$ cat src/rtl/core/dtrim_pkg.sv
// dtrim_pkg: constants, register indexes and shared types for the distance drive
// with heading trim. No dependencies; dtrim_wheel, dtrim_heading and the core import it.
`default_nettype none

package dtrim_pkg;

  // register indexes on the configuration port
  localparam int unsigned CfgIdxW = 2;
  localparam logic [CfgIdxW-1:0] REG_COUNTS_PER_CELL = 2'd0;
  localparam logic [CfgIdxW-1:0] REG_MAX_RPM         = 2'd1;
  localparam logic [CfgIdxW-1:0] REG_STOP_THRESHOLD  = 2'd2;
  localparam int unsigned CfgDataW = 16;

  // reset values of the registers
  localparam logic [15:0] CPC_RESET      = 16'd1000;
  localparam logic [9:0]  MAX_RPM_RESET  = 10'd200;
  localparam logic [15:0] STOP_THR_RESET = 16'd20;

  // control constants
  localparam logic [32:0] DEADBAND      = 33'd50;
  localparam logic [9:0]  BANG_RPM      = 10'd150;
  localparam logic [6:0]  RPM_SCALE     = 7'd100;    // rpm to hundredths of rpm
  localparam logic [16:0] HALF_TURN_CD  = 17'd18000;
  localparam logic signed [17:0] FULL_TURN_CD = 18'sd36000;
  localparam logic signed [18:0] TRIM_CAP_C   = 19'sd10000;  // 100 rpm in hundredths

  localparam int unsigned DistW = 20;   // cell_count times counts_per_cell
  localparam int unsigned CmdW  = 17;

  // per-wheel status handed from the wheel unit to the result logic
  typedef struct packed {
    logic               halt;
    logic signed [15:0] base_c;   // base command in hundredths of rpm
  } wheel_stat_t;

endpackage

`default_nettype wire

$ cat src/rtl/core/dtrim_in_if.sv
// dtrim_in_if: input channel (start and tick words) with valid/ready handshake.
// No dependencies.
`default_nettype none

interface dtrim_in_if;
  logic               valid;
  logic               ready;
  logic               kind;
  logic [3:0]         cell_count;
  logic signed [31:0] left_count;
  logic signed [31:0] right_count;
  logic signed [15:0] yaw_now;
  logic signed [15:0] heading_goal;

  modport source (output valid, kind, cell_count, left_count, right_count, yaw_now,
                  heading_goal, input ready);
  modport sink   (input valid, kind, cell_count, left_count, right_count, yaw_now,
                  heading_goal, output ready);
endinterface

`default_nettype wire

$ cat src/rtl/core/dtrim_out_if.sv
// dtrim_out_if: result channel (wheel commands and flags) with valid/ready handshake.
// No dependencies.
`default_nettype none

interface dtrim_out_if;
  logic               valid;
  logic               ready;
  logic signed [16:0] left_cmd;
  logic signed [16:0] right_cmd;
  logic               left_halt;
  logic               right_halt;
  logic               done_res;
  logic               active;

  modport source (output valid, left_cmd, right_cmd, left_halt, right_halt, done_res,
                  active, input ready);
  modport sink   (input valid, left_cmd, right_cmd, left_halt, right_halt, done_res,
                  active, output ready);
endinterface

`default_nettype wire

$ cat src/rtl/core/dtrim_wheel.sv
// dtrim_wheel: one wheel's saturated start target, bang-bang base command and halt flag.
// Depends on dtrim_pkg.
`default_nettype none

module dtrim_wheel (
  input  wire logic signed [31:0]            count,
  input  wire logic signed [31:0]            target_r,
  input  wire logic [dtrim_pkg::DistW-1:0]   travel,
  input  wire logic [9:0]                    max_rpm,
  input  wire logic [15:0]                   stop_thr,
  output logic signed [31:0]                 target_nxt,
  output dtrim_pkg::wheel_stat_t             stat
);
  import dtrim_pkg::*;

  logic signed [32:0] sum;
  logic signed [32:0] err;
  logic [32:0]        mag;
  logic [7:0]         lim;
  logic [13:0]        base_mag;

  // start: count plus travel, saturate on positive overflow
  assign sum        = {count[31], count} + 33'(travel);
  assign target_nxt = (sum[32] != sum[31]) ? 32'sh7FFF_FFFF : sum[31:0];

  // tick: exact 33-bit error, never wraps
  assign err = {target_r[31], target_r} - {count[31], count};
  assign mag = err[32] ? 33'(-err) : 33'(err);

  assign lim      = (max_rpm < BANG_RPM) ? max_rpm[7:0] : BANG_RPM[7:0];
  assign base_mag = 14'(lim) * 14'(RPM_SCALE);

  always_comb begin
    stat.halt = (mag < 33'(stop_thr));
    if (mag < DEADBAND) begin
      stat.base_c = 16'sd0;
    end else if (err[32]) begin
      stat.base_c = -$signed({2'b00, base_mag});
    end else begin
      stat.base_c = $signed({2'b00, base_mag});
    end
  end

endmodule

`default_nettype wire

$ cat src/rtl/core/dtrim_heading.sv
// dtrim_heading: wrapped heading error in centidegrees, signed.
// Depends on dtrim_pkg.
`default_nettype none

module dtrim_heading (
  input  wire logic signed [15:0] yaw_now,
  input  wire logic signed [15:0] heading_r,
  output logic signed [17:0]      head_err
);
  import dtrim_pkg::*;

  logic signed [16:0] diff;
  logic [16:0]        ad;
  logic               big;
  logic signed [17:0] ew;
  logic               neg;

  assign diff = {yaw_now[15], yaw_now} - {heading_r[15], heading_r};
  assign ad   = diff[16] ? 17'(-diff) : 17'(diff);
  assign big  = (ad > HALF_TURN_CD);
  // fold across the half turn; out-of-range headings may go negative here
  assign ew   = big ? (FULL_TURN_CD - $signed({1'b0, ad})) : $signed({1'b0, ad});
  // negative when yaw is not above target, flipped after a fold
  assign neg  = (diff[16] || (diff == 17'sd0)) ^ big;
  assign head_err = neg ? -ew : ew;

endmodule

`default_nettype wire

$ cat src/rtl/core/distance_drive_heading_trim_core.sv
// distance_drive_heading_trim_core: top level of the distance drive with heading trim.
// Depends on dtrim_pkg, dtrim_in_if, dtrim_out_if, dtrim_wheel and dtrim_heading.
//
//   channel  | dir | handshake            | word
//   in_ch    | in  | valid/ready          | kind, cell_count, counts, yaw, heading goal
//   out_ch   | out | valid/ready          | wheel commands, halt flags, done, active
//   cfg_*    | in  | cfg_we, no back-read | counts_per_cell, max_rpm, stop_threshold
//
// Each accepted word waits in the input register while the wheel and heading logic
// work on it, then moves to the result register once out_ch can take a new result.
// A new word is accepted every cycle while out_ch takes results; a stalled result
// holds the result register and the input register fills, then in_ch.ready drops.
// Reset (synchronous rst_n) clears targets, the moving flag and register defaults.
`default_nettype none

module distance_drive_heading_trim_core (
  input  wire logic                           clk,
  input  wire logic                           rst_n,
  dtrim_in_if.sink                            in_ch,
  dtrim_out_if.source                         out_ch,
  input  wire logic                           cfg_we,
  input  wire logic [dtrim_pkg::CfgIdxW-1:0]  cfg_index,
  input  wire logic [dtrim_pkg::CfgDataW-1:0] cfg_wdata
);
  import dtrim_pkg::*;

  // configuration registers
  logic [15:0] cpc_r;
  logic [9:0]  max_rpm_r;
  logic [15:0] stop_thr_r;

  // move state
  logic signed [31:0] left_target_r, right_target_r;
  logic signed [15:0] heading_r;
  logic               moving_r;

  // input register
  logic               s1_v_r;
  logic               s1_kind_r;
  logic [3:0]         s1_cell_r;
  logic signed [31:0] s1_left_r, s1_right_r;
  logic signed [15:0] s1_yaw_r, s1_goal_r;

  // result register
  logic               out_v_r;
  logic signed [16:0] lcmd_r, rcmd_r;
  logic               lhalt_r, rhalt_r, done_r, active_r;

  logic               adv;
  logic               in_take;
  logic [DistW-1:0]   travel;
  logic signed [31:0] left_target_nxt, right_target_nxt;
  wheel_stat_t        lstat, rstat;
  logic signed [17:0] head_err;
  logic signed [18:0] ltrim, rtrim;
  logic signed [18:0] lsum, rsum;
  logic               tick_live;

  logic signed [16:0] lcmd_nxt, rcmd_nxt;
  logic               lhalt_nxt, rhalt_nxt, done_nxt, active_nxt, moving_nxt;

  assign adv          = s1_v_r && (!out_v_r || out_ch.ready);
  assign in_ch.ready  = !s1_v_r || adv;
  assign in_take      = in_ch.valid && in_ch.ready;

  assign travel = DistW'(s1_cell_r) * DistW'(cpc_r);

  dtrim_wheel u_left (
    .count      (s1_left_r),
    .target_r   (left_target_r),
    .travel     (travel),
    .max_rpm    (max_rpm_r),
    .stop_thr   (stop_thr_r),
    .target_nxt (left_target_nxt),
    .stat       (lstat)
  );

  dtrim_wheel u_right (
    .count      (s1_right_r),
    .target_r   (right_target_r),
    .travel     (travel),
    .max_rpm    (max_rpm_r),
    .stop_thr   (stop_thr_r),
    .target_nxt (right_target_nxt),
    .stat       (rstat)
  );

  dtrim_heading u_heading (
    .yaw_now   (s1_yaw_r),
    .heading_r (heading_r),
    .head_err  (head_err)
  );

  // trim: left takes off the error, right adds it; cap each at base plus 100 rpm
  always_comb begin
    ltrim = -$signed({head_err[17], head_err});
    rtrim = $signed({head_err[17], head_err});
    if (ltrim > TRIM_CAP_C) ltrim = TRIM_CAP_C;
    if (rtrim > TRIM_CAP_C) rtrim = TRIM_CAP_C;
  end

  assign lsum = 19'(lstat.base_c) + ltrim;
  assign rsum = 19'(rstat.base_c) + rtrim;

  assign tick_live = s1_kind_r && moving_r;

  always_comb begin
    lcmd_nxt   = '0;
    rcmd_nxt   = '0;
    lhalt_nxt  = 1'b0;
    rhalt_nxt  = 1'b0;
    done_nxt   = 1'b0;
    moving_nxt = moving_r;
    if (!s1_kind_r) begin
      moving_nxt = 1'b1;
    end else if (tick_live) begin
      lcmd_nxt  = lsum[CmdW-1:0];
      rcmd_nxt  = rsum[CmdW-1:0];
      lhalt_nxt = lstat.halt;
      rhalt_nxt = rstat.halt;
      if (lstat.halt && rstat.halt) begin
        done_nxt   = 1'b1;
        moving_nxt = 1'b0;
      end
    end
    active_nxt = moving_nxt;
  end

  // control state
  always_ff @(posedge clk) begin
    if (!rst_n) begin
      cpc_r          <= CPC_RESET;
      max_rpm_r      <= MAX_RPM_RESET;
      stop_thr_r     <= STOP_THR_RESET;
      left_target_r  <= '0;
      right_target_r <= '0;
      heading_r      <= '0;
      moving_r       <= 1'b0;
      s1_v_r         <= 1'b0;
      out_v_r        <= 1'b0;
    end else begin
      if (cfg_we) begin
        unique case (cfg_index)
          REG_COUNTS_PER_CELL: cpc_r      <= cfg_wdata[15:0];
          REG_MAX_RPM:         max_rpm_r  <= cfg_wdata[9:0];
          REG_STOP_THRESHOLD:  stop_thr_r <= cfg_wdata[15:0];
          default: ;  // unused index: drop the write
        endcase
      end
      if (in_take) begin
        s1_v_r <= 1'b1;
      end else if (adv) begin
        s1_v_r <= 1'b0;
      end
      if (adv) begin
        out_v_r  <= 1'b1;
        moving_r <= moving_nxt;
        if (!s1_kind_r) begin
          left_target_r  <= left_target_nxt;
          right_target_r <= right_target_nxt;
          heading_r      <= s1_goal_r;
        end
      end else if (out_ch.ready) begin
        out_v_r <= 1'b0;
      end
    end
  end

  // payload registers
  always_ff @(posedge clk) begin
    if (in_take) begin
      s1_kind_r  <= in_ch.kind;
      s1_cell_r  <= in_ch.cell_count;
      s1_left_r  <= in_ch.left_count;
      s1_right_r <= in_ch.right_count;
      s1_yaw_r   <= in_ch.yaw_now;
      s1_goal_r  <= in_ch.heading_goal;
    end
    if (adv) begin
      lcmd_r   <= lcmd_nxt;
      rcmd_r   <= rcmd_nxt;
      lhalt_r  <= lhalt_nxt;
      rhalt_r  <= rhalt_nxt;
      done_r   <= done_nxt;
      active_r <= active_nxt;
    end
  end

  assign out_ch.valid      = out_v_r;
  assign out_ch.left_cmd   = lcmd_r;
  assign out_ch.right_cmd  = rcmd_r;
  assign out_ch.left_halt  = lhalt_r;
  assign out_ch.right_halt = rhalt_r;
  assign out_ch.done_res   = done_r;
  assign out_ch.active     = active_r;

endmodule

`default_nettype wire

$ cat src/flat_wrapper.sv
// flat-port wrapper written by rule: the top's interface ports become plain ports
module distance_drive_heading_trim_core_flat import dtrim_pkg::*;
  (clk, rst_n, cfg_we, cfg_index, cfg_wdata, in_ch_valid, in_ch_kind, in_ch_cell_count, in_ch_left_count, in_ch_right_count, in_ch_yaw_now, in_ch_heading_goal, in_ch_ready, out_ch_valid, out_ch_left_cmd, out_ch_right_cmd, out_ch_left_halt, out_ch_right_halt, out_ch_done_res, out_ch_active, out_ch_ready);
  dtrim_in_if in_ch_i ();
  dtrim_out_if out_ch_i ();
  input  wire logic clk;
  input  wire logic rst_n;
  input  wire logic cfg_we;
  input  wire logic [dtrim_pkg::CfgIdxW-1:0] cfg_index;
  input  wire logic [dtrim_pkg::CfgDataW-1:0] cfg_wdata;
  input wire logic [$bits(in_ch_i.valid)-1:0] in_ch_valid;
  input wire logic [$bits(in_ch_i.kind)-1:0] in_ch_kind;
  input wire logic [$bits(in_ch_i.cell_count)-1:0] in_ch_cell_count;
  input wire logic [$bits(in_ch_i.left_count)-1:0] in_ch_left_count;
  input wire logic [$bits(in_ch_i.right_count)-1:0] in_ch_right_count;
  input wire logic [$bits(in_ch_i.yaw_now)-1:0] in_ch_yaw_now;
  input wire logic [$bits(in_ch_i.heading_goal)-1:0] in_ch_heading_goal;
  output wire logic [$bits(in_ch_i.ready)-1:0] in_ch_ready;
  output wire logic [$bits(out_ch_i.valid)-1:0] out_ch_valid;
  output wire logic [$bits(out_ch_i.left_cmd)-1:0] out_ch_left_cmd;
  output wire logic [$bits(out_ch_i.right_cmd)-1:0] out_ch_right_cmd;
  output wire logic [$bits(out_ch_i.left_halt)-1:0] out_ch_left_halt;
  output wire logic [$bits(out_ch_i.right_halt)-1:0] out_ch_right_halt;
  output wire logic [$bits(out_ch_i.done_res)-1:0] out_ch_done_res;
  output wire logic [$bits(out_ch_i.active)-1:0] out_ch_active;
  input wire logic [$bits(out_ch_i.ready)-1:0] out_ch_ready;
  assign in_ch_i.valid = in_ch_valid;
  assign in_ch_i.kind = in_ch_kind;
  assign in_ch_i.cell_count = in_ch_cell_count;
  assign in_ch_i.left_count = in_ch_left_count;
  assign in_ch_i.right_count = in_ch_right_count;
  assign in_ch_i.yaw_now = in_ch_yaw_now;
  assign in_ch_i.heading_goal = in_ch_heading_goal;
  assign in_ch_ready = in_ch_i.ready;
  assign out_ch_valid = out_ch_i.valid;
  assign out_ch_left_cmd = out_ch_i.left_cmd;
  assign out_ch_right_cmd = out_ch_i.right_cmd;
  assign out_ch_left_halt = out_ch_i.left_halt;
  assign out_ch_right_halt = out_ch_i.right_halt;
  assign out_ch_done_res = out_ch_i.done_res;
  assign out_ch_active = out_ch_i.active;
  assign out_ch_i.ready = out_ch_ready;
  distance_drive_heading_trim_core u_core (.clk(clk), .rst_n(rst_n), .in_ch(in_ch_i), .out_ch(out_ch_i), .cfg_we(cfg_we), .cfg_index(cfg_index), .cfg_wdata(cfg_wdata));
endmodule
$ cat config.mk
export PLATFORM = sky130hd
export DESIGN_NAME = distance_drive_heading_trim_core_flat
export DESIGN_NICKNAME = d
export VERILOG_FILES = /design/src/rtl/core/dtrim_pkg.sv /design/src/rtl/core/dtrim_in_if.sv /design/src/rtl/core/dtrim_out_if.sv /design/src/rtl/core/dtrim_wheel.sv /design/src/rtl/core/dtrim_heading.sv /design/src/rtl/core/distance_drive_heading_trim_core.sv /design/src/flat_wrapper.sv
export SDC_FILE = /design/constraint.sdc
export NUM_CORES = 1
export LEC_CHECK = 0
export BUFFER_PORTS_ARGS = -buffer_cell sky130_fd_sc_hd__buf_2
export CAP_MARGIN = 0
export CORE_ASPECT_RATIO = 0.9
export CORE_UTILIZATION = 68
export DETAILED_ROUTE_END_ITERATION = 10
export MAX_ROUTING_LAYER = met4
export PLACE_DENSITY_LB_ADDON = 0.1
export SLEW_MARGIN = 20
export SYNTH_ARGS = -nofsm -noshare
export SYNTH_HDL_FRONTEND = slang
export SYNTH_SLANG_ARGS = --single-unit
$ cat constraint.sdc
create_clock -name clk -period 22.8 [get_ports clk]
set_clock_uncertainty 0.1 [all_clocks]
set_input_delay 4.56 -clock clk [delete_from_list [all_inputs] [get_ports clk]]
set_output_delay 4.56 -clock clk [all_outputs]
set_load 0.02 [all_outputs]
# --- After elaboration in Yosys (flattened, before gate mapping) ---
# Cells that the tools add are included.
totals:
  reg_bits: 264
  latch_bits: 0
  ram_bits: 0
  mem_bits_ro: 0
  input_bits: 124
  wordCells: 91
  mem_count: 0
classes:
  add_sub_neg: 14
  multipliers: 2
  div: 0
  magnitude_cmp: 8
  n_eq_ne: 4
  shifts: 0
  n_mux: 22
  bitwise: 2
  reduce_logical: 18
op_table:
  columns: ["op", "n"]
  rows:
  - ["$add 32x21->33", 2]
  - ["$lt 33x16->1", 2]
  - ["$lt 33x6->1 const B", 2]
  - ["$mux 33", 2]
  - ["$neg 33->33", 2]
  - ["$sub 32x32->33", 2]
  - ["$mux 16", 4]
  - ["$mux 32", 2]
  - ["$mux 17", 3]
  - ["$mux 18", 2]
  - ["$add 16x17->17", 2]
  - ["$mul 4x16->20", 1]
  - ["$gt 19x15->1 const B", 1]
  - ["$neg 18->19", 1]
  - ["$gt 18x15->1 const B", 1]
  - ["$neg 18->18", 1]
  - ["$sub 16x17->18 const A", 1]
  - ["$gt 17x15->1 const B", 1]
  - ["$logic_not 17->1", 1]
  - ["$neg 17->17", 1]
  - ["$sub 16x16->17", 1]
  - ["$neg 14->16", 1]
  - ["$mul 8x5->12 const B", 1]
  - ["$lt 10x8->1 const B", 1]
  - ["13 further kinds", 32]

# --- Longest topological paths before layout ---
# Gate-level depths: netlist (run 1).
logic_depth:
  depth_word: 11
  ltp_mapped: 52
  depth_no_buf: 46

# --- Modules after synthesis ---
# A second synthesis (run 1) with hierarchy kept.
unflattened:
  hier_cells: 3540
  hier_area_um2: 28562.4
modules_own_cells:
  columns: ["mod", "n_inst", "cells_per_inst", "area_per_inst_um2", "seq_area_each_um2"]
  rows:
  - ["distance_drive_heading_trim_core", 1, 1260, 12877.4, 6676.4]
  - ["dtrim_wheel (u_core.u_left)", 1, 944, 6399.9, 0.0]
  - ["dtrim_wheel (u_core.u_right)", 1, 878, 6054.6, 0.0]
  - ["dtrim_heading", 1, 458, 3230.6, 0.0]

# --- Worst setup path after synthesis (run 1) ---
# No wires, ideal clock.
synth_timing:
  kind: "register to register"
  from: "register u_core.s1_yaw_r[7]"
  to: "register u_core.lcmd_r[16] (netlist: u_core.out_ch.left_cmd[16]), data pin"
  setup_time_ns: 0.147
  arrival_ns: 9.334
  required_ns: 22.553
  setup_slack_ns: 13.219
  path_stages_with_launch: 52
  n_path_buf: 7
  cell_sequence: "edfxtp_1 > ha_1 > buf_2 > a211o_1 > nor2_2 > a21boi_1 > o41ai_2 > buf_4 > clkbuf_1 > nor2_1 > a21oi_1 > ha_1 > clkbuf_1 > nand2_1 > nor4_1 > nor3_1 > o311a_1 > o21a_1 > [16 not listed] > nor2b_1 > o21ai_0 > nand2_1 > and2_1 > o21ai_0 > nand2_1 > and2_1 > o21ai_0 > nand2b_1 > a21oi_1 > o21bai_1 > a21oi_1 > o21bai_1 > a21o_1 > a21oi_1 > or4_1 > a211o_1 > a21oi_1"
synth_between:
  elab_chain_cells: 11
synth_rtl:
  columns: ["element", "line_no", "rtl"]
  rows:
  - ["from (decl)", "distance_drive_heading_trim_core.sv:42", "logic signed [15:0] s1_yaw_r, s1_goal_r;"]
  - ["from (signal assigned)", "distance_drive_heading_trim_core.sv:176", "s1_yaw_r <= in_ch.yaw_now;"]
  - ["$sub 16x16->17 *", "dtrim_heading.sv:18", "assign diff = {yaw_now[15], yaw_now} - {heading_r[15], heading_r};"]
  - ["$neg 17->17", "dtrim_heading.sv:19", "assign ad = diff[16] ? 17'(-diff) : 17'(diff);"]
  - ["$mux 17", "dtrim_heading.sv:19", null]
  - ["$sub 16x17->18 or $gt 17x15->1 (tied branches)", "dtrim_heading.sv:22, dtrim_heading.sv:20", null]
  - ["$mux 18", "dtrim_heading.sv:22", "assign ew = big ? (FULL_TURN_CD - $signed({1'b0, ad})) : $signed({1'b0, ad});"]
  - ["$neg 18->18", "dtrim_heading.sv:25", "assign head_err = neg ? -ew : ew;"]
  - ["$mux 18 *", "dtrim_heading.sv:25", null]
  - ["$neg 18->19 *", "distance_drive_heading_trim_core.sv:96", "ltrim = -$signed({head_err[17], head_err});"]
  - ["$gt 19x15->1", "distance_drive_heading_trim_core.sv:98", "if (ltrim > TRIM_CAP_C) ltrim = TRIM_CAP_C;"]
  - ["$mux 17 *", "distance_drive_heading_trim_core.sv:98", null]
  - ["$add 16x17->17 *", "distance_drive_heading_trim_core.sv:102", "assign lsum = 19'(lstat.base_c) + ltrim;"]
  - ["to (signal assigned)", "distance_drive_heading_trim_core.sv:180", "lcmd_r <= lcmd_nxt;"]
  - ["to (decl)", "distance_drive_heading_trim_core.sv:46", "logic signed [16:0] lcmd_r, rcmd_r;"]
# Mark *: on every way between the ends. The rest lies on a longest branch, timed or not.
# A chain may end at the register's enable or synchronous reset.

# --- Worst setup path in the final report (run 1) ---
layout_timing:
  from: "register u_core.s1_yaw_r[0]"
  to: "register u_core.lcmd_r[16] (netlist: u_core.out_ch.left_cmd[16]), data pin"
# Same word-level chain as after synthesis.

==> flow_metrics.env, run 1 <==
export IMPL_die_y_microns=182
export IMPL_slew_viol_final=0
export IMPL_clockRootBuffer="clkbuf_16"
export IMPL_whs_path_depth=2
export IMPL_async_flop_share_pct=0
export IMPL_use_met2_pct=63.3
export IMPL_dieArea_sq_mm=0.0367
export IMPL_rsz0062_at_grt="false"
export IMPL_synth_nets=3348
export IMPL_crit_required_ns=23.13
export IMPL_avgSynthCellArea_sq_um=8.29
export IMPL_layout_drive_gt1_share_pct=9.99
export IMPL_num_vias=23200
export IMPL_io_buffers=163
export IMPL_crit_start="u_core.s1_yaw_r[0]"
export IMPL_rr_worst_depth=42
export IMPL_cpMostUsedCell="a21oi_1"
export IMPL_dieWidth_microns=202
export IMPL_clk_latency_ns=0.60
export IMPL_hold_violations=0
export IMPL_path_class="reg2reg"
export IMPL_rows=65
export IMPL_post_route_period_util_pct=47.3
export IMPL_rr_startpoint="u_core.s1_yaw_r[0]"
export IMPL_post_cts_buffers=0
export IMPL_r2r_end="u_core.out_ch.left_cmd[16]"
export IMPL_routed_wl_mm=72.1
export IMPL_drv_cap=0
export IMPL_yosysTopAreaCell="edfxtp_1"
export IMPL_track_usage_pct=39.6
export IMPL_yosys_area_top_type_share_pct=17.1
export IMPL_met3_usage_pct=5.65
export IMPL_antenna_found_initial=3
export IMPL_synthDistinctLibCells=110
export IMPL_crit_path_top_delay_cell="xnor2_1"
export IMPL_syn_area_sq_mm=0.0245
export IMPL_start_util_pct=69.4
export IMPL_top_usage_layer="met2"
export IMPL_drtIter0Drc=2414
export IMPL_core_area_sq_mm=0.0352
export IMPL_met1_usage_pct=50.4
export IMPL_wl_per_cell_microns=20.3
export IMPL_rrSetupSlack_ns=12.02
export IMPL_cts_htree_levels=1
export IMPL_dr_pass1_iters=6
export IMPL_synth_most_common_cell="nand2_1"
export IMPL_cts_hold_buf=0
export IMPL_power_mw=2.49
export IMPL_cp_slowest_stage_delay_ns=0.81
export IMPL_p_per_area_mw_per_mm2=93.6
export IMPL_post_route_min_period_ns=10.78
export IMPL_ys_warn_count=0
export IMPL_clk_pin_slew_ns=0.07
export IMPL_clock_sinks=264
export IMPL_min_delay_start="u_core.heading_r[10]"
export IMPL_drc=0
export IMPL_layout_nets=3459
export IMPL_run_status="finished clean"
export IMPL_tightest_slew_ns=1.18
export IMPL_synth_area_leaders="edfxtp_1 (17%), ha_1 (12%), dfxtp_1 (10%)"
export IMPL_start_kind="flip-flop"
export IMPL_ir_drop_mv=0.0715
export IMPL_maxClockFrequency_ghz=0.0927
export IMPL_grt_start_max_net_pins=126
export IMPL_ctsResizeCount=0
export IMPL_crit_fanout=22
export IMPL_slew_headroom_pct=20.8
export IMPL_synth_ff_type="edfxtp_1"
export IMPL_synth_edf_count=139
export IMPL_whs_ns=0.370
export IMPL_yosysSeqAreaShare_pct=27.3
export IMPL_grt_pass1_wl_mm=115
export IMPL_synth_cells=2950
export IMPL_hold_path_class="reg2reg"
export IMPL_cts_buffers=29
export IMPL_dp_final_hpwl_mm=53.2
export IMPL_whs_endpoint="u_core.heading_r[10]"
export IMPL_critPathCaptureType="flip-flop"
export IMPL_syn2layout_area_growth_pct=8.96
export IMPL_ys_seq_elements=264
export IMPL_critical_path_arrival_ns=11.11
export IMPL_drtAntennaViolNets=0
export IMPL_yosys_top_cells_count="nand2_1 (298), inv_1 (247), a21oi_1 (236), ha_1 (236), nor2_1 (200)"
export IMPL_ios=164
export IMPL_totalNegativeSetupSlack_ns=0
export IMPL_cts_tree="yes"
export IMPL_cts_buffer_depth=3
export IMPL_grt_pass1_vias=22200
export IMPL_finalSetupViolCount=0
export IMPL_overflow=0
export IMPL_post_drt_via_cell_ratio=6.53
export IMPL_leakage_nw=11.5
export IMPL_gp_congestion=1.01
## critical path: cells and delay by family, from the launching register on
kind / cells / cell delay, ns
compound gates: 22 / 5.11
xor+xnor: 2 / 1.07
fa+ha+maj: 4 / 1.21
buf+inv: 2 / 0.11
flops: 1 / 0.34
simple gates: 12 / 2.68
## power by group
| part | leakage (nW) | switching (mW) | internal, mW | total, mW |
|---|---|---|---|---|
| sequential | 2.36 | 0.0191 | 0.531 | 0.550 |
| combinational | 8.65 | 0.873 | 0.562 | 1.43 |
| clock | 0.496 | 0.216 | 0.293 | 0.509 |
| total | 11.5 | 1.11 | 1.39 | 2.49 |
## layer usage
layer	vias up	wire, microns	share of wire [%]
met1	11000	29600	41
met3	252	5960	8.3
met2	1202	33300	46
met4	0	3140	4.4
met5	-	0	0
li1	10800	-	-
## metrics by stage
step                cell area [sq um]  utilization [%]  setup WS [ns]  instances
detailed placement              25600             72.7          12.25       3499
CTS                             26600             75.6          12.22       3553
floorplan                       24500                -          13.22       2950
global placement                25600             72.7          12.47       3499
global route                    26600             75.7          11.17       3556
finish                          26600             75.7          12.02       3556
## layout by cell type, fill, tap and decap left out, types with 25 or more instances in the layout
cell type	instances
nand2_1	297
inv_1	247
ha_1	236
a21oi_1	235
nor2_1	198
xnor2_1	178
o21ai_0	164
buf_2	163
edfxtp_1	139
dfxtp_1	125
nor3_1	95
xor2_1	71
a21boi_0	64
nand3_1	59
and2_1	56
a21o_1	52
o21bai_1	49
o21a_1	40
fa_1	38
and3_1	31
a31oi_1	30
clkbuf_16	29
nor2b_1	27
a211oi_1	25
## kinds of logic after synthesis
family                     Yosys count  synth area share [%]
AOI/OAI and AO/OA                  838                  22.6
xor gates and xnor gates           254                  9.25
adders and majority gates          274                  15.2
buffers and inverters              350                  5.58
DFF                                264                  27.3
muxes                               24                  1.03
and+or+nand+nor                    946                  19.0
## layout make-up
type / instances / area [sq um]
Sequential cell: 264 / 6680
Clock inverter: 17 / 228
Multi-Input combinational cell: 2336 / 16500
Tap cell: 469 / 587
Clock buffer: 37 / 786
Antenna cell: 3 / 7.51
Inverter: 249 / 935
Fill cell: 2470 / 8570
Timing Repair Buffer: 181 / 955
## sequential cells by signal (all words and copies together) (netlist names), 4 cells and up
signal / cells
u_core.left_target_r: 32
u_core.out_ch.right_cmd: 17
u_core.right_target_r: 32
u_core.s1_cell_r: 4
u_core.s1_right_r: 32
u_core.s1_goal_r: 16
u_core.s1_yaw_r: 16
u_core.s1_left_r: 32
u_core.stop_thr_r: 16
u_core.heading_r: 16
u_core.cpc_r: 16
u_core.max_rpm_r: 10
u_core.out_ch.left_cmd: 17
## how the worst max path moves through the flow
stage | depth (start not counted) | endpoint | slack [ns]
5_1_grt | 42 | u_core.out_ch.left_cmd[16] | 11.17
3_5_place_dp | 42 | u_core.out_ch.left_cmd[16] | 12.25
3_3_place_gp | 42 | u_core.out_ch.left_cmd[16] | 12.47
4_1_cts | 42 | u_core.out_ch.left_cmd[16] | 12.22
2_1_floorplan | 51 | u_core.out_ch.left_cmd[16] | 13.22
6_report | 42 | u_core.out_ch.left_cmd[16] | 12.02
Note: power is estimated with default switching activity, not from simulation.
==> run 2: changes to the inputs <==
--- a/config.mk
+++ b/config.mk
@@ -8,7 +8,7 @@
 export BUFFER_PORTS_ARGS = -buffer_cell sky130_fd_sc_hd__buf_2
 export CAP_MARGIN = 0
 export CORE_ASPECT_RATIO = 0.9
-export CORE_UTILIZATION = 68
+export CORE_UTILIZATION = 57
 export DETAILED_ROUTE_END_ITERATION = 10
 export MAX_ROUTING_LAYER = met4
 export PLACE_DENSITY_LB_ADDON = 0.1
==> constraint.sdc (replaced) <==
create_clock -name clk -period 8.95 [get_ports clk]
set_clock_uncertainty 0.1 [all_clocks]
set_input_delay 1.79 -clock clk [delete_from_list [all_inputs] [get_ports clk]]
set_output_delay 1.79 -clock clk [all_outputs]
set_load 0.02 [all_outputs]
==> run 2 against run 1 <==
The flow now finishes with violations (DRC, setup timing); global-route usage decreased by 6.4 points; utilization decreased by 6.2 points; first-iteration DRC count decreased by 41%; via count decreased by 0.14%; maximum frequency increased by 20%; final area increased by 9.5%; sequential power increased to 2.5 times the previous value; sequential share of layout area decreased by 2.2 points; clock power increased to 2.6 times the previous value; combinational power increased to 3.3 times the previous value; highest routed layer unchanged.
==> flow_metrics.env, run 2 (synthesis gave the netlist of run 1 again) <==
export IMPL_power_mw=7.45
export IMPL_io_buffers=163
export IMPL_start_kind="flip-flop"
export IMPL_maxClockFrequency_ghz=0.111
export IMPL_clock_sinks=264
export IMPL_power_switching_mw=3.08
export IMPL_critical_path_arrival_ns=9.31
export IMPL_slew_viol_final=0
export IMPL_cts_buffers=30
export IMPL_violations="DRC, setup timing"
export IMPL_clockRootBuffer="clkbuf_16"
export IMPL_crit_required_ns=9.29
export IMPL_path_class="reg2reg"
export IMPL_internal_power_mw=4.37
export IMPL_crit_path_top_delay_cell="or4_4"
export IMPL_rrSetupSlack_ns=-0.02
export IMPL_drc=22
export IMPL_path_delay_family="simple AND/OR/NAND/NOR gates"
export IMPL_setup_ws_ns=-0.0234
export IMPL_switching_share_pct=41.4
export IMPL_tightest_slew_ns=1.08
export IMPL_syn2layout_area_growth_pct=19.3
export IMPL_cts_tree="yes"
export IMPL_clk_pin_slew_ns=0.06
export IMPL_cts_buffer_depth=3
export IMPL_layout_nets=3699
export IMPL_post_drt_via_cell_ratio=5.98
export IMPL_multi_input_area_sq_mm=0.0170
export IMPL_wl_per_cell_microns=18.7
export IMPL_drv_cap=0
export IMPL_ios=164
export IMPL_layout_drive_gt1_share_pct=19.1
export IMPL_start_util_pct=58.2
export IMPL_drtIter0Drc=1424
export IMPL_num_vias=23200
export IMPL_final_common_cell="nand2_1"
export IMPL_run_status="complete, but fails checks"
export IMPL_grt_pass1_wl_mm=113
export IMPL_fill_cells=3468
export IMPL_dp_final_hpwl_mm=56.0
export IMPL_layout_common_cells="nand2_1 (294), buf_4 (246), inv_1 (244)"
export IMPL_rsz0062_at_grt="true"
export IMPL_critPathBufInv=5
export IMPL_cpMostUsedCell="and2_4"
export IMPL_antenna_found_initial=1
export IMPL_cp_slowest_stage_delay_ns=0.62
export IMPL_totalNegativeSetupSlack_ns=-0.0234
export IMPL_dr_pass1_iters=9
export IMPL_grt_start_max_net_pins=87
export IMPL_gp_congestion=0.968
export IMPL_hold_path_class="reg2reg"
export IMPL_die_y_microns=199
export IMPL_critPathCaptureType="flip-flop"
export IMPL_final_seq_area_sq_mm=0.00668
export IMPL_track_usage_pct=33.1
export IMPL_p_clk_share_pct=17.7
export IMPL_rows=71
export IMPL_whs_ns=0.364
export IMPL_comb_power_share_pct=63.6
export IMPL_cts_htree_levels=1
export IMPL_crit_fanout=6
export IMPL_slew_headroom_pct=27.2
export IMPL_p_per_area_mw_per_mm2=255
export IMPL_seq_power_share_pct=18.7
export IMPL_post_route_period_util_pct=100
export IMPL_hold_violations=0
export IMPL_post_route_min_period_ns=8.97
export IMPL_ir_drop_mv=0.188
export IMPL_drtAntennaViolNets=0
export IMPL_finalSetupViolCount=1
export IMPL_dieArea_sq_mm=0.0437
export IMPL_leakage_nw=12.8
export IMPL_clk_latency_ns=0.61
export IMPL_core_area_sq_mm=0.0420
export IMPL_dieWidth_microns=220
export IMPL_grt_pass1_vias=22300
export IMPL_routed_wl_mm=72.3
export IMPL_overflow=0
run 2: cell count changes in the layout (fill, tap and decap cells not counted), sizes merged:
cell,previous run,this run
clkinv,8,9
clkinvlp,1,2
diode,3,1
buf,181,420
run 2: layer usage:
metal | wire [microns] | GRT usage, %
met1 | 32100 | 42.7
met3 | 4140 | 3.81
met4 | 2310 | 10.4
met2 | 33800 | 54.2
met5 | 0 | -
run 2: timing repair:
action,in CTS,in global routing
pin swaps,39,67
hold buffers,0,0
gates resized for setup,46,85
endpoints found under the setup margin,3,11
buffers inserted,37,21
run 2: area by class of cell:
| class | count | area share, % |
|---|---|---|
| clock buffers | 37 | 2.80 |
| clock inverters | 19 | 0.832 |
| multi-input cells | 2336 | 58.4 |
| diodes | 1 | 0.00858 |
| well taps | 547 | 2.35 |
| inverters | 249 | 3.20 |
| flip-flops and latches | 264 | 22.9 |
| repair buffers | 420 | 9.58 |
run 2: final timing paths:
check,cells after the start,start,to
setup / recovery,43,u_core.s1_yaw_r[0],u_core.out_ch.left_cmd[16]
hold / removal,2,u_core.heading_r[6],u_core.heading_r[6]
setup reg to reg,43,u_core.s1_yaw_r[0],u_core.out_ch.left_cmd[16]
hold reg to reg,2,u_core.heading_r[6],u_core.heading_r[6]
run 2: power by group through the flow:
stage	registers (mW)	logic (mW)	clock network, mW
after floorplan	1.42	2.74	0
after global placement	1.42	3.86	0
after detailed placement	1.42	3.97	0
after CTS	1.40	4.37	1.33
after global routing	1.40	5.15	1.38
final	1.40	4.74	1.32
run 2: per-stage QoR:
step | instances | utilization [%] | setup WS [ns] | instance area, sq um
after global placement | 3759 | 64.5 | -0.0232 | 27100
after detailed placement | 3759 | 64.5 | -0.271 | 27100
final | 3873 | 69.4 | -0.0234 | 29200
after global routing | 3872 | 69.4 | -0.467 | 29200
after CTS | 3852 | 68.2 | -0.0949 | 28700
after floorplan | 2950 | - | -0.143 | 24500
run 2: worst register-to-register path: cells and delay by family (launching register included):
kind	cells	cell delay [ns]
AOI/OAI and AO/OA	16	2.77
xor gates and xnor gates	1	0.29
adders and majority gates	5	1.37
buffers and inverters	5	0.51
DFF	1	0.37
muxes	3	0.38
and+or+nand+nor	13	3.04
